**src/design/svsdl_pkg.sv**
```systemverilog
// Shared types, constants and phase codes of the spray valve sequencer.
`default_nettype none
package svsdl_pkg;

  localparam int unsigned WINDOW_DEFAULT = 4096;

  localparam int unsigned TIME_W   = 20;
  localparam int unsigned PCT_W    = 7;
  localparam int unsigned PERIOD_W = 16;
  localparam int unsigned TOTAL_W  = 40;
  localparam int unsigned COUNT_W  = 32;
  localparam int unsigned OUTCNT_W = 12;
  localparam int unsigned IDX_W    = 3;

  localparam logic [IDX_W-1:0] REG_SPRAY_TIME  = 3'd0;
  localparam logic [IDX_W-1:0] REG_START_DELAY = 3'd1;
  localparam logic [IDX_W-1:0] REG_REARM_TIME  = 3'd2;
  localparam logic [IDX_W-1:0] REG_MAX_DUTY    = 3'd3;
  localparam logic [IDX_W-1:0] REG_SAMPLE_PER  = 3'd4;

  localparam logic [TIME_W-1:0]   SPRAY_TIME_RST  = 20'd1000;
  localparam logic [TIME_W-1:0]   START_DELAY_RST = 20'd0;
  localparam logic [TIME_W-1:0]   REARM_TIME_RST  = 20'd0;
  localparam logic [PCT_W-1:0]    MAX_DUTY_RST    = 7'd100;
  localparam logic [PERIOD_W-1:0] SAMPLE_PER_RST  = 16'd1;

  localparam logic [PCT_W-1:0]    PCT_FULL = 7'd100;

  localparam logic [1:0] PH_IDLE  = 2'd0;
  localparam logic [1:0] PH_DELAY = 2'd1;
  localparam logic [1:0] PH_SPRAY = 2'd2;
  localparam logic [1:0] PH_HOLD  = 2'd3;

  typedef struct packed {
    logic [TIME_W-1:0] spray_ms;
    logic [TIME_W-1:0] delay_ms;
    logic [TIME_W-1:0] rearm_ms;
  } seq_cfg_t;

  typedef struct packed {
    logic tick;
    logic valve;
  } win_ctrl_t;

  typedef struct packed {
    logic over;
    logic under;
  } duty_t;

endpackage
`default_nettype wire

```
**src/design/svsdl_seq.sv**
```systemverilog
// Phase sequencer with phase timer and saturating spray totals.
`default_nettype none
module svsdl_seq
  import svsdl_pkg::*;
(
  input  wire logic               clk,
  input  wire logic               rst,
  input  wire logic               tick,
  input  wire logic               presence,
  input  wire logic               clear_counters,
  input  wire seq_cfg_t           cfg,
  input  wire duty_t              duty,
  output logic                    valve,
  output logic [1:0]              phase,
  output logic [TIME_W-1:0]       elapsed,
  output logic [TOTAL_W-1:0]      total,
  output logic [COUNT_W-1:0]      passes,
  output logic [COUNT_W-1:0]      opens
);

  logic               valve_next;
  logic [1:0]         phase_next;
  logic [TIME_W-1:0]  elapsed_next;
  logic [TOTAL_W-1:0] total_next;
  logic [COUNT_W-1:0] passes_next;
  logic [COUNT_W-1:0] opens_next;

  logic [TIME_W-1:0]  el_inc;
  logic [TOTAL_W-1:0] tot_base;
  logic [COUNT_W-1:0] pass_base;
  logic [COUNT_W-1:0] open_base;
  logic [TOTAL_W:0]   tot_sum;
  logic [TOTAL_W-1:0] tot_end;
  logic [COUNT_W-1:0] pass_inc;
  logic [COUNT_W-1:0] open_inc;
  logic               keep_on;

  assign el_inc    = (elapsed == '1) ? elapsed : elapsed + TIME_W'(1);
  assign tot_base  = clear_counters ? '0 : total;
  assign pass_base = clear_counters ? '0 : passes;
  assign open_base = clear_counters ? '0 : opens;
  assign tot_sum   = {1'b0, tot_base} + (TOTAL_W + 1)'(el_inc);
  assign tot_end   = tot_sum[TOTAL_W] ? '1 : tot_sum[TOTAL_W-1:0];
  assign pass_inc  = (pass_base == '1) ? pass_base : pass_base + COUNT_W'(1);
  assign open_inc  = (open_base == '1) ? open_base : open_base + COUNT_W'(1);
  assign keep_on   = (cfg.delay_ms == '0) && (cfg.rearm_ms == '0) && presence;

  always_comb begin
    phase_next   = phase;
    valve_next   = valve;
    elapsed_next = el_inc;
    total_next   = tot_base;
    passes_next  = pass_base;
    opens_next   = open_base;
    unique case (phase)
      PH_IDLE: begin
        if (presence && (el_inc > cfg.rearm_ms)) begin
          phase_next   = PH_DELAY;
          elapsed_next = '0;
        end
      end
      PH_DELAY: begin
        if (el_inc > cfg.delay_ms) begin
          phase_next   = PH_SPRAY;
          valve_next   = 1'b1;
          opens_next   = open_inc;
          elapsed_next = '0;
        end
      end
      PH_SPRAY: begin
        if (duty.over) begin
          total_next   = tot_end;
          passes_next  = pass_inc;
          phase_next   = PH_HOLD;
          valve_next   = 1'b0;
          elapsed_next = '0;
        end else if (el_inc > cfg.spray_ms) begin
          total_next   = tot_end;
          passes_next  = pass_inc;
          elapsed_next = '0;
          if (!keep_on) begin
            phase_next = PH_IDLE;
            valve_next = 1'b0;
          end
        end
      end
      default: begin
        if (duty.under) begin
          phase_next   = PH_IDLE;
          elapsed_next = '0;
        end
      end
    endcase
  end

  always_ff @(posedge clk) begin
    if (rst) begin
      phase   <= PH_IDLE;
      valve   <= 1'b0;
      elapsed <= '0;
      total   <= '0;
      passes  <= '0;
      opens   <= '0;
    end else if (tick) begin
      phase   <= phase_next;
      valve   <= valve_next;
      elapsed <= elapsed_next;
      total   <= total_next;
      passes  <= passes_next;
      opens   <= opens_next;
    end
  end

endmodule
`default_nettype wire

```
**config.mk**
```make
export PLATFORM = sky130hd
export DESIGN_NAME = svsdl_seq
export DESIGN_NICKNAME = d
export VERILOG_FILES = /design/src/design/svsdl_pkg.sv /design/src/design/svsdl_seq.sv
export SDC_FILE = /design/constraint.sdc
export NUM_CORES = 1
export LEC_CHECK = 0
export BUFFER_PORTS_ARGS = -buffer_cell sky130_fd_sc_hd__buf_2
export CORE_MARGIN = 8
export CORE_UTILIZATION = 40
export DETAILED_ROUTE_END_ITERATION = 12
export GPL_TIMING_DRIVEN = 0
export PLACE_DENSITY = 0.63
export RECOVER_POWER = 50
export SETUP_SLACK_MARGIN = 0.5
export SLEW_MARGIN = 20
export SYNTH_ARGS = -nofsm -noshare
export SYNTH_HDL_FRONTEND = slang
export SYNTH_SLANG_ARGS = --single-unit
```
**constraint.sdc**
```tcl
create_clock -name clk -period 13.1 [get_ports clk]
set_input_delay 0.655 -clock clk [delete_from_list [all_inputs] [get_ports clk]]
set_output_delay 0.655 -clock clk [all_outputs]
set_load 0.005 [all_outputs]
```
### Yosys cells after proc, flatten, opt, wreduce, memory -nomap -nowiden

Index checks and enable logic that the tools add are counted.
Widths: inputs -> output; s select.

* flip-flop bits (word level): 127
* output and inout bits: 127
* word-level logic and storage cells: 65

* add/sub/neg operators: 4
* order comparisons: 3
* equality and inequality tests: 9
* multiplexer cells: 33
* reductions and logical operators: 10

Operator list (number)
* $mux 32: 9
* $mux 40: 5
* $mux 20: 6
* $add 32x1->32 const B: 2
* $eq 32x32->1 const B: 2
* $gt 20x20->1: 3
* $pmux 20 s3: 1
* $add 40x20->41: 1
* $logic_not 20->1: 2
* $add 20x1->20 const B: 1
* $eq 20x20->1 const B: 1
* $mux 2: 6
* $ne 3x3->1 const B: 2
* $pmux 2 s3: 1
* $reduce_and 6->1: 1
* $reduce_and 5->1: 1
* $mux 1: 4
* $ne 2x2->1 const B: 2
* $reduce_bool 4->1: 1
* $logic_and 1x1->1: 3
* $eq 2x1->1 const B: 1
* $eq 2x2->1 const B: 1
* $logic_not 2->1: 1
* $pmux 1 s2: 1
* $reduce_bool 2->1: 1

### Longest topological paths before layout

Gate-level depths: netlist of the first run.

* word-level depth: 7
* depth in mapped cells: 22
* depth with buffers taken out: 18

### Worst setup path after synthesis of the first run

No wires, ideal clock.

* path kind: register -> register
* from: register elapsed[1]
* to: register opens[27]
* library setup time: 0.132 ns
* arrival time: 4.390 ns
* required time: 12.968 ns
* setup slack: 8.578 ns
* cell stages (with the launch flop): 20
* path buffers: 4
* clock period less this slack: 4.522 ns
* cell sequence: dfxtp_1 > ha_1 > buf_4 > and4_1 > nand4_1 > and3_1 > clkbuf_1 > nand3_1 > nor2_1 > xor2_1 > ha_1 > nand4_1 > or4_1 > nor4_1 > a221o_1 > buf_2 > nand4_1 > buf_2 > o311ai_0 > a21oi_1

* word-level cells in the longest chain between the ends: 5
* elaborated cells on any way between the ends: 6
* those cells by class: add/sub (1); order compare (1); eq/ne (1); mux (3)

RTL lines
* from (decl): RTL line svsdl_seq.sv:15 `output logic [TIME_W-1:0] elapsed,`
* from (signal assigned): RTL line svsdl_seq.sv:107 `elapsed <= elapsed_next;`
* $add 20x1->20 / $eq 20x20->1 (equally long branches): RTL line svsdl_seq.sv:38 `assign el_inc = (elapsed == '1) ? elapsed : elapsed + TIME_W'(1);`
* $mux 20 (*): RTL line svsdl_seq.sv:38
* $gt 20x20->1 (*): RTL line svsdl_seq.sv:63 `if (el_inc > cfg.delay_ms) begin`
* $mux 32 (*): RTL line svsdl_seq.sv:63
* $mux 32 (*): RTL line svsdl_seq.sv:55 `unique case (phase)`
* to (signal assigned): RTL line svsdl_seq.sv:110 `opens <= opens_next;`
* to (decl): RTL line svsdl_seq.sv:18 `output logic [COUNT_W-1:0] opens`

Every way passes the cells marked *; elsewhere a longest branch is shown, timed or not.
A chain may end at the register's enable or synchronous reset.

### Worst setup path after layout of the first run

* from: input clear_counters
* to: register total[29]

* word-level cells in the longest chain between the ends: 6

RTL lines
* from (decl): RTL line svsdl_seq.sv:10 `input wire logic clear_counters,`
* $mux 40 (*): RTL line svsdl_seq.sv:39 `assign tot_base = clear_counters ? '0 : total;`
* $add 40x20->41: RTL line svsdl_seq.sv:42 `assign tot_sum = {1'b0, tot_base} + (TOTAL_W + 1)'(el_inc);`
* $mux 40: RTL line svsdl_seq.sv:43 `assign tot_end = tot_sum[TOTAL_W] ? '1 : tot_sum[TOTAL_W-1:0];`
* $mux 40: RTL line svsdl_seq.sv:77 `end else if (el_inc > cfg.spray_ms) begin`
* $mux 40: RTL line svsdl_seq.sv:71 `if (duty.over) begin`
* $mux 40 (*): RTL line svsdl_seq.sv:55
* to (signal assigned): RTL line svsdl_seq.sv:108 `total <= total_next;`
* to (decl): RTL line svsdl_seq.sv:16 `output logic [TOTAL_W-1:0] total,`

Marks and branches as above.

==> flow_metrics.tcl, run 1 <==
set metrics [dict create \
    synth_edf_count 0 \
    worst_pin_slew_ns 1.05 \
    synth_cells 1339 \
    finalCriticalPeriod_ns 6.36 \
    yosysTopAreaCell "dfxtp_1" \
    clk_pin_slew_worst_paths_ns 0.07 \
    synth_seq_cells 127 \
    rr_worst_depth 19 \
    required_ns 13.43 \
    hold_end "total[10]$_SDFFE_PP0P_" \
    mappedNetlistArea_mm2 0.0102 \
    grt_pass1_wl_um 62600 \
    syn_avg_cell_area_um2 7.64 \
    insertion_delay_ns 0.44 \
    drcViolationCount 0 \
    synth_warnings 0 \
    multi_input_area_mm2 0.00709 \
    drv_slew 0 \
    fmax_mhz 157 \
    grt_pass1_vias 11200 \
    grt_usage_pct 25.5 \
    core_area_mm2 0.0251 \
    synthToLayoutAreaGrowth_pct 17.7 \
    timing.rr.start "elapsed[1]$_SDFFE_PP0P_" \
    gr-total-overflow 0 \
    setup-tns-final_ns 0 \
    cts_tree "yes" \
    hold_buffers 0 \
    dr.pass1.iters 6 \
    synthDominantCellAreaShare_pct 24.9 \
    clock_skew_ns 0.0162 \
    grt_max_degree 17 \
    vias 11500 \
    wl_per_cell_um 21.4 \
    cts_buffer_depth 2 \
    r2r_slack_ns 6.92 \
    hold_viol 0 \
    maxSlewHeadroom_pct 30.2 \
    routed_via_density 6.10 \
    fp.dieW_um 176 \
    postCtsSetupBuffers 0 \
    drive_above_1_share_pct 10.3 \
    vdd.ir_drop.worst_uv 66.7 \
    dieArea_mm2 0.0309 \
    power_leakage_nw 4.89 \
    nets 1687 \
    r2r-end "opens[29]$_SDFFE_PP0P_" \
    synth.distinct_cells 89 \
    hp-class "register to register" \
    synthArstFlopShare_pct 0 \
    num_antenna_cells 0 \
    seq_area_frac_synth_pct 24.9 \
    rows 58 \
    pin_count 194 \
    synthesis.nets 1476 \
    max-cap-violations 0 \
    finalCritPeriodShare_pct 48.6 \
    htree_levels 4 \
    start_kind "primary input" \
    setup_slack_ns 6.74 \
    dieHeight_um 176 \
    setup_viol 0 \
    rsz0062_at_grt "no" \
    gp_congestion 0.970 \
    start_util_pct 40.7 \
    drt_iter0_drc 1299 \
    dpl_worst_slack_ns 6.50 \
    p_per_area_mw_per_mm2 78.9 \
    routed_wl_um 40400 \
    synthFlopType "dfxtp_1" \
    ant_nets 0 \
    critical_path.max_fanout 10 \
    synth_area_leaders "dfxtp_1, ha_1, nand2_1" \
    port_buffers 192 \
    holdPathStages 2 \
    post_cts_resized 0 \
    regArea_mm2 0.00254 \
    critPathCaptureType "register" \
    min_from "total[10]$_SDFFE_PP0P_" \
    cts_buffers 17 \
    status "completed" \
    antenna_found_initial 0 \
    arrival_ns 6.70 \
    fillCellCount 2644 \
    critical_path_class "primary input to register" \
    cts-root-buf "clkbuf_16" \
    dp_hpwl_um 31300 \
    clock_sinks 127 \
]
==> final cells by class <==
cell class / instances / area share [%]
sequential: 127 / 21.1
clock inverter: 13 / 1.05
clock buffer: 19 / 3.68
tap: 330 / 3.43
multi-input combinational: 1062 / 58.9
buffer: 64 / 2.27
timing repair buffer: 192 / 6.86
inverter: 86 / 2.68
==> kinds of logic (layout without fill, tap and decap cells) <==
group / count (synthesis) / after routing / share of synthesized area [%]
flops: 127 / 127 / 24.9
fa+ha+maj: 75 / 75 / 9.05
compound gates: 353 / 353 / 24.3
xor+xnor: 75 / 75 / 6.69
buf+inv: 150 / 374 / 5.82
simple gates: 552 / 552 / 28.5
mux: 7 / 7 / 0.734
==> report_power, final <==
group	internal, mW	total [mW]	switching [mW]
combinational	0.0256	0.0842	0.0586
sequential	0.387	0.389	0.00245
clock	0.270	0.477	0.207
total	0.682	0.950	0.268
==> registers in the layout, indices dropped and copies added (netlist names) <==
| register | count |
|---|---|
| elapsed | 20 |
| opens | 32 |
| passes | 32 |
| phase | 2 |
| total | 40 |
| valve | 1 |
==> Yosys cell counts, drive strengths merged, types with 6 or more instances <==
cell / number
and2: 13
a21oi: 90
a21o: 37
and3: 25
xnor2: 40
dfxtp: 127
o21bai: 7
o21ai: 53
nand4: 43
xor2: 33
clkbuf: 45
o311ai: 11
or4: 11
nor3: 39
nor3b: 6
inv: 84
buf: 19
o211ai: 22
nand2: 137
and4: 12
nor4: 32
nor2: 90
nor4b: 7
nand3: 70
a211o: 9
ha: 70
a41oi: 6
nand2b: 7
nor2b: 33
a211oi: 22
a31oi: 13
a32o: 10
or3: 13
o31ai: 8
==> metrics by stage <==
step | cell area [um2] | util [%] | hold WS, ns | instances | total power, mW
after CTS | 12200 | 48.5 | 0.467 | 1893 | 0.952
after global routing | 12000 | 48.0 | 0.478 | 1893 | 0.980
after floorplan | 10200 | - | 0.457 | 1339 | 0.441
final | 12000 | 48.0 | 0.472 | 1893 | 0.950
after global placement | 11600 | 46.2 | 0.449 | 1861 | 0.480
after detailed placement | 11600 | 46.2 | 0.457 | 1861 | 0.480
==> layout by cell type (no fill, tap or decap), types with 10 or more instances in the layout <==
cell type and n:
o311ai_0 11, o211ai_1 22, dfxtp_1 127, ha_1 70, nand3_1 70, xor2_1 33, clkbuf_1 153, nand4_1 40
and3_1 25, a31oi_1 13, or3_1 13, a21oi_1 90, a21o_1 37, and4_1 11, buf_2 95, inv_1 84
xnor2_1 40, a32o_1 10, o21ai_0 46, nor2_1 90, a211oi_1 20, nor3_1 38, and2_1 13, or4_1 10
nand2_1 136, nor2b_1 33, clkbuf_16 17, nor4_1 29
==> worst max path at each step <==
stage / slack, ns / start / cells past startpoint / end
6_report: 6.74 / clear_counters / 18 / total[29]$_SDFFE_PP0P_
5_1_grt: 6.62 / clear_counters / 19 / total[1]$_SDFFE_PP0P_
4_1_cts: 6.94 / clear_counters / 18 / total[29]$_SDFFE_PP0P_
3_5_place_dp: 6.50 / clear_counters / 18 / total[29]$_SDFFE_PP0P_
3_3_place_gp: 6.49 / clear_counters / 18 / total[29]$_SDFFE_PP0P_
2_1_floorplan: 8.58 / elapsed[1]$_SDFFE_PP0P_ / 19 / opens[27]$_SDFFE_PP0P_
==> layer usage <==
metal	share of wire [%]	vias up	track usage, %
li1	-	5411	-
met1	42	5509	32.2
met2	46	533	41.5
met3	8.5	92	5.71
met4	3.1	0	9.75
met5	0	-	0
==> worst max-delay path: stages <==
cell	delay, ns
buf_2	0.14
buf_2	0.36
buf_1	0.48
clkbuf_1	0.58
clkbuf_1	0.60
clkbuf_1	0.46
nor2b_1	0.14
ha_1	0.39
a21o_1	0.19
a21o_1	0.16
a21o_1	0.20
a21o_1	0.20
a21oi_1	0.28
o2bb2ai_1	0.12
a21oi_1	0.70
o21ai_1	0.36
or3_1	0.42
o221a_2	0.23
(Power assumes the default switching activity.)
==> inputs of run 2 (changes only) <==
--- a/config.mk
+++ b/config.mk
@@ -5,12 +5,13 @@
 export SDC_FILE = /design/constraint.sdc
 export NUM_CORES = 1
 export LEC_CHECK = 0
+export ABC_AREA = 1
 export BUFFER_PORTS_ARGS = -buffer_cell sky130_fd_sc_hd__buf_2
 export CORE_MARGIN = 8
 export CORE_UTILIZATION = 40
 export DETAILED_ROUTE_END_ITERATION = 12
 export GPL_TIMING_DRIVEN = 0
-export PLACE_DENSITY = 0.63
+export PLACE_DENSITY = 0.62
 export RECOVER_POWER = 50
 export SETUP_SLACK_MARGIN = 0.5
 export SLEW_MARGIN = 20
==> constraint.sdc (replaced) <==
create_clock -name clk -period 6.6 [get_ports clk]
set_input_delay 0.33 -clock clk [delete_from_list [all_inputs] [get_ports clk]]
set_output_delay 0.33 -clock clk [all_outputs]
set_load 0.005 [all_outputs]
==> run 2 against run 1 <==
Highest routed layer is now met5. Synthesized cell count grew 57%. Combinational power grew to 3.6 times the previous value. Critical path type is now register to register. Setup slack lost 5.8 ns. Sequential share of layout area shrank 2.9 points.
==> flow_metrics.tcl, run 2 <==
set metrics [dict create \
    status "completed" \
    dieHeight_um 190 \
    setup_slack_ns 0.889 \
    largest_reg_flops 40 \
    rsz0062_at_grt "no" \
    routed.top_layer "met5" \
    gp_congestion 0.958 \
    cts_buffers 17 \
    synth_seq_cells 127 \
    grt_max_degree 17 \
    insertion_delay_ns 0.44 \
    drcViolationCount 0 \
    hold_buffers 0 \
    synth_warnings 0 \
    dr_wl_met2_um 21100 \
    synth_top_family_by_area "simple AND/OR/NAND/NOR gates" \
    critPathCaptureType "register" \
    grt_usage_pct 26.6 \
    holdPathStages 7 \
    clk_pin_slew_worst_paths_ns 0.07 \
    power_mw 2.07 \
    synthesis.nets 2241 \
    start_kind "register" \
    min_from "duty[1]" \
    grt_pass1_wl_um 75300 \
    routed_via_density 5.28 \
    synthArstFlopShare_pct 0 \
    synth_area_leaders "dfxtp_1, nand2_1, inv_1" \
    pin_count 194 \
    vias 14400 \
    fp.dieW_um 190 \
    synth_cells 2104 \
    drt_iter0_drc 1128 \
    fmax_mhz 175 \
    drv_slew 0 \
    syn_avg_cell_area_um2 5.72 \
    fin_area_mm2 0.0139 \
    synthAdderAreaFrac_pct 7.27 \
    met3_length_um 3890 \
    wl_per_cell_um 17.9 \
    ant_nets 0 \
    worst_pin_slew_ns 1.07 \
    setup_viol 0 \
    r2r_slack_ns 0.89 \
    maxSlewHeadroom_pct 29.0 \
    post_cts_resized 0 \
    muxShareOfSynthArea_pct 0 \
    dr.pass1.iters 6 \
    rows 63 \
    timing.rr.start "elapsed[0]$_SDFFE_PP0P_" \
    setup-tns-final_ns 0 \
    required_ns 6.90 \
    mappedNetlistArea_mm2 0.0120 \
    clock_skew_ns 0.0144 \
    synth-xor-area-share_pct 3.41 \
    critical_path_class "register to register" \
    dieArea_mm2 0.0359 \
    finalCritPeriodShare_pct 86.5 \
    vdd.ir_drop.worst_uv 165 \
    yosys.area_share.simple_pct 42.0 \
    routed_wl_um 48700 \
    grt_pass1_vias 13300 \
    max-cap-violations 0 \
    power_leakage_nw 6.42 \
    hold_viol 0 \
    fillCellCount 3323 \
    p_per_area_mw_per_mm2 149 \
    finalCriticalPeriod_ns 5.71 \
    synthFlopType "dfxtp_1" \
    cts_tree "yes" \
    synth_edf_count 0 \
    r2r-end "total[8]$_SDFFE_PP0P_" \
    synthDominantCellAreaShare_pct 21.1 \
    start_util_pct 40.6 \
    hold_end "passes[16]$_SDFFE_PP0P_" \
    clock_sinks 127 \
    yosysMostFrequentCell "nand2_1" \
    synth.distinct_cells 50 \
    arrival_ns 6.01 \
    antenna_found_initial 2 \
    nets 2453 \
    top_regs "total: 40 flops, opens: 32 flops, passes: 32 flops" \
    rr_worst_depth 25 \
    yosysTopAreaCell "dfxtp_1" \
    m1WireLength_um 22600 \
    final_cell_mix "nand2_1, inv_1, nor2_1" \
    mostFrequentLayoutCell "nand2_1" \
    hp-class "primary input to register" \
    synth_compound_area_share_pct 12.5 \
    seq_area_frac_synth_pct 21.1 \
    synthTopCellsByCount "nand2_1, inv_1, nor2_1, a21oi_1, nand3_1" \
    core_area_mm2 0.0296 \
    synthToLayoutAreaGrowth_pct 15.8 \
    cts_buffer_depth 2 \
    num_antenna_cells 0 \
    gr-total-overflow 0 \
    critical_path.max_fanout 10 \
    dp_hpwl_um 39300 \
    drive_above_1_share_pct 8.07 \
    port_buffers 192 \
    cts-root-buf "clkbuf_16" \
    postCtsSetupBuffers 0 \
    htree_levels 4 \
    top_register "total" \
    dpl_cell_area_mm2 0.0135 \
    dpl_worst_slack_ns 1.01 \
]
run 2: how the worst max path moves through the flow:
stage / start / end / slack, ns / cells after the start
after floorplan: elapsed[0]$_SDFFE_PP0P_ / total[4]$_SDFFE_PP0P_ / 2.82 / 25
after global placement: elapsed[0]$_SDFFE_PP0P_ / total[4]$_SDFFE_PP0P_ / 0.97 / 23
after detailed placement: clear_counters / passes[21]$_SDFFE_PP0P_ / 1.01 / 21
after CTS: elapsed[0]$_SDFFE_PP0P_ / total[8]$_SDFFE_PP0P_ / 1.03 / 25
after global routing: elapsed[0]$_SDFFE_PP0P_ / total[8]$_SDFFE_PP0P_ / 0.56 / 25
final: elapsed[0]$_SDFFE_PP0P_ / total[8]$_SDFFE_PP0P_ / 0.89 / 25
run 2: area by class of cell:
| type | instances | area, um2 | share of cell area [%] |
|---|---|---|---|
| Multi-Input combinational cell | 1553 | 7850 | 56.3 |
| Sequential cell | 127 | 2540 | 18.2 |
| Inverter | 358 | 1350 | 9.68 |
| Timing Repair Buffer | 193 | 837 | 6.00 |
| Tap cell | 390 | 488 | 3.50 |
| Clock buffer | 17 | 425 | 3.05 |
| Buffer | 66 | 298 | 2.14 |
| Clock inverter | 15 | 146 | 1.05 |
run 2: metal layers:
metal | vias up | global-route usage, %
met1 | 6562 | 36.7
met4 | 4 | 7.79
met5 | - | 0
met2 | 535 | 41.3
li1 | 7186 | -
met3 | 73 | 5.11
run 2: cells by family after synthesis:
logic type / count (synthesis)
buffers and inverters: 424
adder cells (fa/ha/maj): 70
AND/OR/NAND/NOR: 1163
AO/OA/AOI/OAI: 274
flip-flops: 127
XOR/XNOR: 46
run 2: worst max-delay path, cell delays in order, from the launching register on:
cell     delay (ns)
dfxtp_1        0.52
ha_1           0.26
nand3_2        0.16
nor2_2         0.23
nand2_1        0.08
nor4_1         0.47
nor2_1         0.15
nand3_1        0.14
nor2_1         0.07
xor2_1         0.71
ha_1           0.25
nand2_1        0.06
nor3_1         0.35
and3_1         0.23
nand3_1        0.06
nor2_1         0.22
a21oi_1        0.12
nand2_2        0.16
nand2_4        0.10
nand2_4        0.19
nand2_4        0.17
inv_4          0.21
nand2_2        0.19
buf_6          0.20
o21ai_1        0.15
a21oi_1        0.08
run 2: power breakdown:
group          switching, mW  total, mW  internal [mW]
sequential            0.0178      0.799          0.781
combinational          0.215      0.302         0.0869
clock                  0.441      0.970          0.530
total                  0.673       2.07           1.40
run 2: per-stage QoR:
stage / std cells / hold slack (ns) / utilization, %
finish: 2719 / 0.361 / 47.0
global route: 2719 / 0.408 / 47.0
CTS: 2719 / 0.352 / 47.5
detailed placement: 2687 / 0.472 / 45.5
global placement: 2686 / 0.468 / 45.5
floorplan: 2104 / 0.470 / -
